<file path="config.mk">
export PLATFORM = sky130hd
export DESIGN_NAME = lru_page_replacement_unit
export DESIGN_NICKNAME = d
export VERILOG_FILES = /design/src/rtl/lrupr_pkg.sv /design/src/rtl/lrupr_cell.sv /design/src/rtl/lru_page_replacement_unit.sv
export VERILOG_INCLUDE_DIRS = /design/src /design/src/rtl
export SDC_FILE = /design/constraint.sdc
export NUM_CORES = 1
export LEC_CHECK = 0
export ABC_AREA = 0
export CAP_MARGIN = 20
export CORE_MARGIN = 4
export CORE_UTILIZATION = 35
export DETAILED_ROUTE_END_ITERATION = 8
export DONT_BUFFER_PORTS = 1
export RECOVER_POWER = 25
export SLEW_MARGIN = 20
export SYNTH_ARGS = -nofsm -noshare
export SYNTH_HDL_FRONTEND = slang
export SYNTH_SLANG_ARGS = --single-unit
</file>
<file path="constraint.sdc">
create_clock -name clk -period 6.2 [get_ports clk]
set_input_delay 0.93 -clock clk [delete_from_list [all_inputs] [get_ports clk]]
set_output_delay 0.93 -clock clk [all_outputs]
set_load 0.02 [all_outputs]
</file>
<file path="src/rtl/lru_page_replacement_unit_assert.svh">
// Assertion macros for the LRU page replacement unit.
// Expanded inside a module that has clk and rst_n in scope.
`ifndef LRU_PAGE_REPLACEMENT_UNIT_ASSERT_SVH
`define LRU_PAGE_REPLACEMENT_UNIT_ASSERT_SVH

// The consequent must hold in the same cycle as the antecedent.
`define LRUPR_ASSERT_SAME(name, ante, cons) \
    name: assert property (@(posedge clk) disable iff (!rst_n) (ante) |-> (cons)) \
        else $error("lru page replacement: same-cycle check failed");

// The consequent must hold in the cycle after the antecedent.
`define LRUPR_ASSERT_NEXT(name, ante, cons) \
    name: assert property (@(posedge clk) disable iff (!rst_n) (ante) |=> (cons)) \
        else $error("lru page replacement: next-cycle check failed");

`endif

</file>
<file path="src/rtl/lrupr_pkg.sv">
// Shared types and constants for the LRU page replacement unit.
// No dependencies; used by lrupr_cell and lru_page_replacement_unit.
package lrupr_pkg;

    // Fixed field widths of the ports.
    localparam int PAGE_NUMBER_W = 16;
    localparam int FRAME_INDEX_W = 3;
    localparam int FAULT_W       = 32;
    localparam int CFG_W         = 4;

    // Parameter defaults and reset values.
    localparam int FRAMES_DEF    = 8;
    localparam int PAGE_BITS_DEF = 16;
    localparam logic [CFG_W-1:0]   NUM_FRAMES_RESET = 4'd8;
    localparam logic [FAULT_W-1:0] FAULT_MAX        = 32'hFFFF_FFFF;

    // Controller states.
    typedef enum logic {
        ST_IDLE,
        ST_UPDATE
    } fsm_state_t;

    // Commands broadcast from the controller to every cell.
    typedef struct packed {
        logic look;        // compare the incoming page and latch flags
        logic update;      // apply the replacement decision
        logic flush;       // clear valid bits and ranks
        logic mode_hit;    // the looked-up page is resident
        logic mode_empty;  // at least one active frame is empty
    } cell_ctrl_t;

    // Summary bits rippled along the row during a look.
    typedef struct packed {
        logic any_hit;
        logic any_empty;
    } look_link_t;

endpackage

</file>
<file path="src/rtl/lrupr_cell.sv">
// One page frame of the LRU row: page, valid bit, recency rank and lookup flags.
// Depends on lrupr_pkg; chained by lru_page_replacement_unit.
module lrupr_cell
    import lrupr_pkg::*;
#(
    parameter int CELL_ID   = 0,
    parameter int IDX_W     = 3,
    parameter int RANK_W    = 3,
    parameter int PAGE_BITS = PAGE_BITS_DEF
)
(
    input  logic                 clk,
    input  logic                 rst_n,
    input  cell_ctrl_t           ctrl,
    input  logic                 active,
    input  logic [PAGE_BITS-1:0] look_page,
    input  logic [PAGE_BITS-1:0] new_page,
    input  logic [RANK_W-1:0]    last_rank,
    input  logic [RANK_W-1:0]    old_rank,
    input  look_link_t           look_in,
    input  logic [RANK_W-1:0]    hit_rank_in,
    output look_link_t           look_out,
    output logic [RANK_W-1:0]    hit_rank_out,
    input  logic                 taken_in,
    input  logic [IDX_W-1:0]     sel_idx_in,
    input  logic [PAGE_BITS-1:0] ev_page_in,
    output logic                 taken_out,
    output logic [IDX_W-1:0]     sel_idx_out,
    output logic [PAGE_BITS-1:0] ev_page_out
);

    logic [PAGE_BITS-1:0] page_reg;
    logic                 valid_reg, valid_next;
    logic [RANK_W-1:0]    rank_reg, rank_next;
    logic                 hit_flag_reg, empty_flag_reg, lru_flag_reg;

    logic hit_now, empty_now, lru_now;
    logic cand, sel, lru_mode;

    // Lookup of the incoming page against this frame.
    assign hit_now   = active && valid_reg && (page_reg == look_page);
    assign empty_now = active && !valid_reg;
    assign lru_now   = active && valid_reg && (rank_reg == last_rank);

    assign look_out.any_hit   = look_in.any_hit | hit_now;
    assign look_out.any_empty = look_in.any_empty | empty_now;
    assign hit_rank_out       = hit_rank_in | (hit_now ? rank_reg : '0);

    // Priority selection: the lowest-numbered candidate wins.
    assign lru_mode = !ctrl.mode_hit && !ctrl.mode_empty;
    assign cand     = ctrl.mode_hit   ? hit_flag_reg :
                      ctrl.mode_empty ? empty_flag_reg : lru_flag_reg;
    assign sel      = cand && !taken_in;

    assign taken_out   = taken_in | cand;
    assign sel_idx_out = sel_idx_in | (sel ? IDX_W'(CELL_ID) : '0);
    assign ev_page_out = ev_page_in | ((sel && lru_mode) ? page_reg : '0);

    // Next valid bit and rank.
    always_comb
    begin
        valid_next = valid_reg;
        rank_next  = rank_reg;
        if (ctrl.flush)
        begin
            valid_next = 1'b0;
            rank_next  = '0;
        end
        else if (ctrl.update)
        begin
            if (sel)
            begin
                valid_next = 1'b1;
                rank_next  = '0;
            end
            else if (valid_reg && (!ctrl.mode_hit || (rank_reg < old_rank)))
            begin
                rank_next = rank_reg + 1'b1;
            end
        end
    end

    // Control state of the frame.
    always_ff @(posedge clk or negedge rst_n)
    begin
        if (!rst_n)
        begin
            valid_reg <= 1'b0;
            rank_reg  <= '0;
        end
        else
        begin
            valid_reg <= valid_next;
            rank_reg  <= rank_next;
        end
    end

    // Page store and lookup flags.
    always_ff @(posedge clk)
    begin
        if (ctrl.update && sel)
        begin
            page_reg <= new_page;
        end
        if (ctrl.look)
        begin
            hit_flag_reg   <= hit_now;
            empty_flag_reg <= empty_now;
            lru_flag_reg   <= lru_now;
        end
    end

endmodule

</file>
<file path="src/rtl/lru_page_replacement_unit.sv">
// LRU page replacement unit: a row of frame cells with a two-state controller.
// A beat is compared against the row and its lookup latched when it is taken in ST_IDLE; the
// result register is written in ST_UPDATE, which waits for the output to be free and then
// ripples the victim choice along the cell row. No new reference is taken in ST_UPDATE.
// Reset: all frames invalid, ranks and fault counter zero, frame count 8, no
// clearing pass; a frame count write flushes all frames.
`include "lru_page_replacement_unit_assert.svh"

module lru_page_replacement_unit
    import lrupr_pkg::*;
#(
    parameter int FRAMES    = FRAMES_DEF,
    parameter int PAGE_BITS = PAGE_BITS_DEF
)
(
    input  logic                     clk,
    input  logic                     rst_n,
    input  logic                     in_valid,
    output logic                     in_stall,
    input  logic [PAGE_NUMBER_W-1:0] page_number,
    output logic                     out_valid,
    input  logic                     out_stall,
    output logic                     hit,
    output logic [FRAME_INDEX_W-1:0] frame_index,
    output logic                     evicted_valid,
    output logic [PAGE_NUMBER_W-1:0] evicted_page,
    output logic [FAULT_W-1:0]       fault_total,
    input  logic                     cfg_valid,
    output logic                     cfg_ready,
    input  logic [CFG_W-1:0]         cfg_data
);

    localparam int IDX_W  = (FRAMES > 1) ? $clog2(FRAMES) : 1;
    localparam int RANK_W = IDX_W;
    localparam int CNT_W  = $clog2(FRAMES + 1);

    fsm_state_t state_reg, state_next;
    cell_ctrl_t ctrl;

    logic [CFG_W-1:0]     num_frames_reg, num_frames_next;
    logic [CNT_W-1:0]     n_eff;
    logic [RANK_W-1:0]    last_rank;
    logic [PAGE_BITS-1:0] look_page;
    logic [PAGE_BITS-1:0] key_reg;
    logic                 hit_mode_reg, empty_mode_reg;
    logic [RANK_W-1:0]    old_rank_reg;
    logic [FAULT_W-1:0]   fault_reg, fault_next;

    logic                 out_valid_reg, out_valid_next;
    logic                 hit_reg;
    logic [FRAME_INDEX_W-1:0] frame_index_reg;
    logic                 evicted_valid_reg;
    logic [PAGE_NUMBER_W-1:0] evicted_page_reg;
    logic [FAULT_W-1:0]   fault_total_reg;

    logic in_accept, cfg_write, out_free;

    look_link_t           look_chain     [0:FRAMES];
    logic [RANK_W-1:0]    hit_rank_chain [0:FRAMES];
    logic                 taken_chain    [0:FRAMES];
    logic [IDX_W-1:0]     sel_idx_chain  [0:FRAMES];
    logic [PAGE_BITS-1:0] ev_page_chain  [0:FRAMES];
    logic [FRAMES-1:0]    active;

    assign in_accept = in_valid && !in_stall;
    assign cfg_write = cfg_valid && cfg_ready;
    assign out_free  = !out_valid_reg || !out_stall;
    assign look_page = PAGE_BITS'(page_number);

    // Effective frame count: zero acts as one, above FRAMES acts as FRAMES.
    always_comb
    begin
        if (num_frames_reg == '0)
        begin
            n_eff = CNT_W'(1);
        end
        else if (int'(num_frames_reg) > FRAMES)
        begin
            n_eff = CNT_W'(FRAMES);
        end
        else
        begin
            n_eff = CNT_W'(num_frames_reg);
        end
    end

    assign last_rank = RANK_W'(n_eff - 1'b1);

    // Controller next state.
    always_comb
    begin
        state_next = state_reg;
        case (state_reg)
            ST_IDLE:
            begin
                if (in_accept)
                begin
                    state_next = ST_UPDATE;
                end
            end
            ST_UPDATE:
            begin
                if (out_free)
                begin
                    state_next = ST_IDLE;
                end
            end
            default:
            begin
                state_next = ST_IDLE;
            end
        endcase
    end

    // Controller outputs and cell commands.
    always_comb
    begin
        in_stall        = 1'b1;
        cfg_ready       = 1'b0;
        ctrl.look       = 1'b0;
        ctrl.update     = 1'b0;
        ctrl.flush      = cfg_write;
        ctrl.mode_hit   = hit_mode_reg;
        ctrl.mode_empty = empty_mode_reg;
        case (state_reg)
            ST_IDLE:
            begin
                in_stall  = 1'b0;
                cfg_ready = 1'b1;
                ctrl.look = in_valid;
            end
            ST_UPDATE:
            begin
                ctrl.update = out_free;
            end
            default:
            begin
                in_stall = 1'b1;
            end
        endcase
    end

    // Row of frame cells, linked by the look and select chains.
    assign look_chain[0]     = '0;
    assign hit_rank_chain[0] = '0;
    assign taken_chain[0]    = 1'b0;
    assign sel_idx_chain[0]  = '0;
    assign ev_page_chain[0]  = '0;

    for (genvar i = 0; i < FRAMES; i++)
    begin : g_cell
        assign active[i] = (n_eff > CNT_W'(i));

        lrupr_cell #(
            .CELL_ID   (i),
            .IDX_W     (IDX_W),
            .RANK_W    (RANK_W),
            .PAGE_BITS (PAGE_BITS)
        ) u_cell (
            .clk          (clk),
            .rst_n        (rst_n),
            .ctrl         (ctrl),
            .active       (active[i]),
            .look_page    (look_page),
            .new_page     (key_reg),
            .last_rank    (last_rank),
            .old_rank     (old_rank_reg),
            .look_in      (look_chain[i]),
            .hit_rank_in  (hit_rank_chain[i]),
            .look_out     (look_chain[i+1]),
            .hit_rank_out (hit_rank_chain[i+1]),
            .taken_in     (taken_chain[i]),
            .sel_idx_in   (sel_idx_chain[i]),
            .ev_page_in   (ev_page_chain[i]),
            .taken_out    (taken_chain[i+1]),
            .sel_idx_out  (sel_idx_chain[i+1]),
            .ev_page_out  (ev_page_chain[i+1])
        );
    end

    // Frame count register and saturating fault counter.
    always_comb
    begin
        num_frames_next = cfg_write ? cfg_data : num_frames_reg;
        fault_next      = fault_reg;
        if (ctrl.update && !hit_mode_reg && (fault_reg != FAULT_MAX))
        begin
            fault_next = fault_reg + 1'b1;
        end
    end

    assign out_valid_next = ctrl.update ? 1'b1 : (out_stall ? out_valid_reg : 1'b0);

    // Control registers.
    always_ff @(posedge clk or negedge rst_n)
    begin
        if (!rst_n)
        begin
            state_reg      <= ST_IDLE;
            num_frames_reg <= NUM_FRAMES_RESET;
            fault_reg      <= '0;
            out_valid_reg  <= 1'b0;
        end
        else
        begin
            state_reg      <= state_next;
            num_frames_reg <= num_frames_next;
            fault_reg      <= fault_next;
            out_valid_reg  <= out_valid_next;
        end
    end

    // Lookup summary latched with the accepted beat.
    always_ff @(posedge clk)
    begin
        if (in_accept)
        begin
            key_reg        <= look_page;
            hit_mode_reg   <= look_chain[FRAMES].any_hit;
            empty_mode_reg <= look_chain[FRAMES].any_empty;
            old_rank_reg   <= hit_rank_chain[FRAMES];
        end
    end

    // Result register.
    always_ff @(posedge clk)
    begin
        if (ctrl.update)
        begin
            hit_reg           <= hit_mode_reg;
            frame_index_reg   <= FRAME_INDEX_W'(sel_idx_chain[FRAMES]);
            evicted_valid_reg <= !hit_mode_reg && !empty_mode_reg;
            evicted_page_reg  <= PAGE_NUMBER_W'(ev_page_chain[FRAMES]);
            fault_total_reg   <= fault_next;
        end
    end

    assign out_valid     = out_valid_reg;
    assign hit           = hit_reg;
    assign frame_index   = frame_index_reg;
    assign evicted_valid = evicted_valid_reg;
    assign evicted_page  = evicted_page_reg;
    assign fault_total   = fault_total_reg;

    // Every update must find a frame to take the reference.
    `LRUPR_ASSERT_SAME(a_update_selects, ctrl.update, taken_chain[FRAMES])
    // A hit leaves the fault counter untouched.
    `LRUPR_ASSERT_NEXT(a_hit_no_fault, ctrl.update && hit_mode_reg, $stable(fault_reg))
    // The fault counter never moves backwards.
    `LRUPR_ASSERT_NEXT(a_fault_monotonic, 1'b1, fault_reg >= $past(fault_reg))

endmodule

</file>
==> impl_metrics.py <==
metrics = {
    "run_status": {
        "status": "finished, final reports clean",
    },
    "synth": {
        "synth_top_cell_by_area": "edfxtp_1",
        "synth-compound-area-share_pct": 7.44,
        "synth_top_area_share_pct": 48.1,
        "synth_fa_ha_area_share_pct": 2.66,
        "synthCells": 1155,
        "synthArstFlopShare_pct": 23.6,
        "synth_enable_flop_cells": 226,
        "muxShareOfSynthArea_pct": 1.02,
        "yosys_warnings": 0,
        "synth.top_cells.by_count": "edfxtp_1 (226), nand2_1 (131), xnor2_1 (112), xor2_1 (73), dfrtp_1 (69)",
        "synth_top_family_by_area": "simple AND/OR/NAND/NOR gates",
        "synth_xor_area_share_pct": 11.5,
        "syn-cell-area_mm2": 0.0141,
        "yosys.area_share.simple_pct": 14.6,
        "syn_nets": 1210,
        "synthFlopType": "edfxtp_1",
        "yosysMostFrequentCell": "edfxtp_1",
        "ys_seq_elements": 296,
        "yosys-top-cells-area": "edfxtp_1 (48%), dfrtp_1 (12%), xnor2_1 (7.0%)",
        "synth.avg_cell_area_um2": 12.2,
        "yosysSeqAreaShare_pct": 60.6,
        "synth_cell_types": 56,
    },
    "detailed_routing": {
        "drc_errors": 0,
        "vias": 9070,
        "dr.pass1.iters": 6,
        "vias_per_cell": 5.37,
        "route.detailed.wl_per_inst_um": 21.4,
        "wl_um": 36100,
        "drt-initial-drc-count": 1012,
        "ant_nets": 0,
    },
    "cells_and_area": {
        "nets": 1197,
        "num_antenna_cells": 0,
        "area_delta_synth_final_pct": 10.5,
        "drive_above_1_share_pct": 7.12,
        "largest_register_ffs": 128,
        "fill_cells": 3809,
        "finalInstanceArea_mm2": 0.0156,
    },
    "global_routing": {
        "grt_pass1_vias": 8925,
        "track_usage_pct": 16.0,
        "antenna_found_initial": 0,
        "grt-ovfl-total": 0,
        "grt_max_degree": 71,
        "grt_pass1_wl_um": 54700,
    },
    "flow_run": {
        "maxCapViolCount": 0,
    },
    "sta": {
        "finalHoldViolations": 0,
        "slew_viol_final": 0,
        "finalSetupViolations": 0,
        "fmax_mhz": 291,
        "worst_pin_slew_ps": 1090,
        "min_period_ps": 3430,
        "fin_skew_ps": 14.8,
        "relSlewSlack_pct": 27.1,
        "rsz0062_at_grt": "no",
        "min_period_over_period_pct": 55.4,
        "timing.setup.tns_ps": 0,
    },
    "power": {
        "p_seq_share_pct": 50.5,
        "switching_share_pct": 33.2,
        "p_leak_nw": 5.76,
        "clkPwrFrac_pct": 29.9,
        "p_sw_mw": 2.00,
        "powerDensity_mw_per_mm2": 387,
        "power.ir.vdd_worst_mv": 0.200,
        "pwr-share-comb_pct": 19.7,
        "power.internal_mw": 4.03,
    },
    "clock_tree": {
        "clockBufferDepth": 3,
        "post_cts_buffers": 0,
        "cts_hold_buffers": 0,
        "cts_max_level": 1,
        "cts_root_buf": "clkbuf_16",
        "cts_resized": 0,
        "insertion_delay_ps": 570,
        "cts.sinks": 296,
        "clkTransAtPathRegs_ps": 70,
        "cts_buffers": 30,
        "cts_tree": "built",
    },
    "min_path": {
        "worstHoldPathType": "input port to async pin",
    },
    "die": {
        "initial_core_util_pct": 35.4,
        "fp.dieH_um": 209,
        "die_w_um": 209,
        "core_mm2": 0.0398,
        "num_rows": 73,
        "io_pins": 81,
        "dieArea_mm2": 0.0436,
    },
    "worst_setup_path": {
        "cp_max_fo": 24,
        "r2r_cells": 5,
        "crit_path_start_kind": "flop",
        "cp-end-kind": "flop",
        "cp_data_required_time_ps": 6380,
        "critPathArrivalTime_ps": 3610,
        "crit_type": "flop to flop",
    },
    "placed_design": {
        "placed_area_mm2": 0.0146,
        "portBuffers": 0,
        "dp_hpwl_um": 26200,
        "gp_congestion": 0.863,
    },
}
-- worst paths after layout --
path | startpoint | to | slack (ps)
max | hit_mode_reg | g_cell[7].u_cell.page_reg[7] | 2770
min | rst_n | fault_reg[14] | 50
max reg2reg | hit_mode_reg | g_cell[7].u_cell.page_reg[7] | 2770
min reg2reg | fault_reg[12] | fault_reg[12] | 500
max in group asynchronous | rst_n | num_frames_reg[3] | 5920
min in group clk | page_number[14] | key_reg[14] | 460
-- logic make-up (layout without fill, tap and decap cells) --
family                     Yosys count  count (layout)
and+or+nand+nor                    402             402
DFF                                296             296
AOI/OAI and AO/OA                  159             159
xor gates and xnor gates           185             185
adders and majority gates           30              30
buffers and inverters               70              80
muxes                               13              13
-- power by group through the flow --
stage                     clock network [mW]  registers (mW)  logic [mW]
after global placement                     0            3.08        1.17
after global routing                    1.92            3.09        1.32
after floorplan                            0            2.93       0.929
after CTS                               1.84            3.05        1.20
after detailed placement                   0            3.09        1.19
final                                   1.80            3.04        1.19
-- metal layers --
metal | up-vias | wire, um | global-route usage, %
li1 | 4195 | - | -
met1 | 4541 | 16100 | 22.3
met2 | 272 | 16600 | 25.6
met3 | 62 | 2470 | 3.36
met4 | 0 | 905 | 4.32
met5 | - | 0 | 0
-- cell usage in the layout (no fill, tap or decap), drive strengths merged, types with 16 or more instances in the layout --
cell type / netlist / layout
a21o: 17 / 17
a21oi: 16 / 16
a222oi: 16 / 16
and3: 32 / 32
clkbuf: 28 / 38
dfrtp: 69 / 69
edfxtp: 226 / 226
ha: 30 / 30
nand2: 131 / 131
nand3: 50 / 50
nand4: 34 / 34
nor2: 47 / 47
nor2b: 19 / 19
nor3: 22 / 22
nor4: 28 / 28
o21ai: 60 / 60
xnor2: 112 / 112
xor2: 73 / 73
-- layout make-up --
class	count	area, um^2	share of cell area (%)
multi-input cells	789	5270	33.8
flip-flops and latches	296	8540	54.8
inverters	14	53.8	0.345
clock buffers	38	833	5.35
well taps	525	657	4.22
repair buffers	11	82.6	0.530
clock inverters	17	141	0.907
-- per-stage QoR --
stage | instances | worst slack, ps | hold slack (ps) | power, mW | util, %
3_3_place_gp | 1635 | 2680 | 472 | 4.25 | 36.7
3_5_place_dp | 1635 | 2620 | 485 | 4.28 | 36.7
5_1_grt | 1690 | 2520 | 28.8 | 6.33 | 39.1
4_1_cts | 1690 | 2600 | 28.6 | 6.09 | 39.1
6_report | 1690 | 2770 | 52.8 | 6.03 | 39.1
2_1_floorplan | 1155 | 2650 | 453 | 3.86 | -
-- worst max-delay path: stages, from the launching register on --
cell and delay (ps):
edfxtp_1 710, buf_4 370, o21ai_1 180, nor4_2 590, nand4_1 310, nor2_2 860
Power figures use the tool's default switching activity.
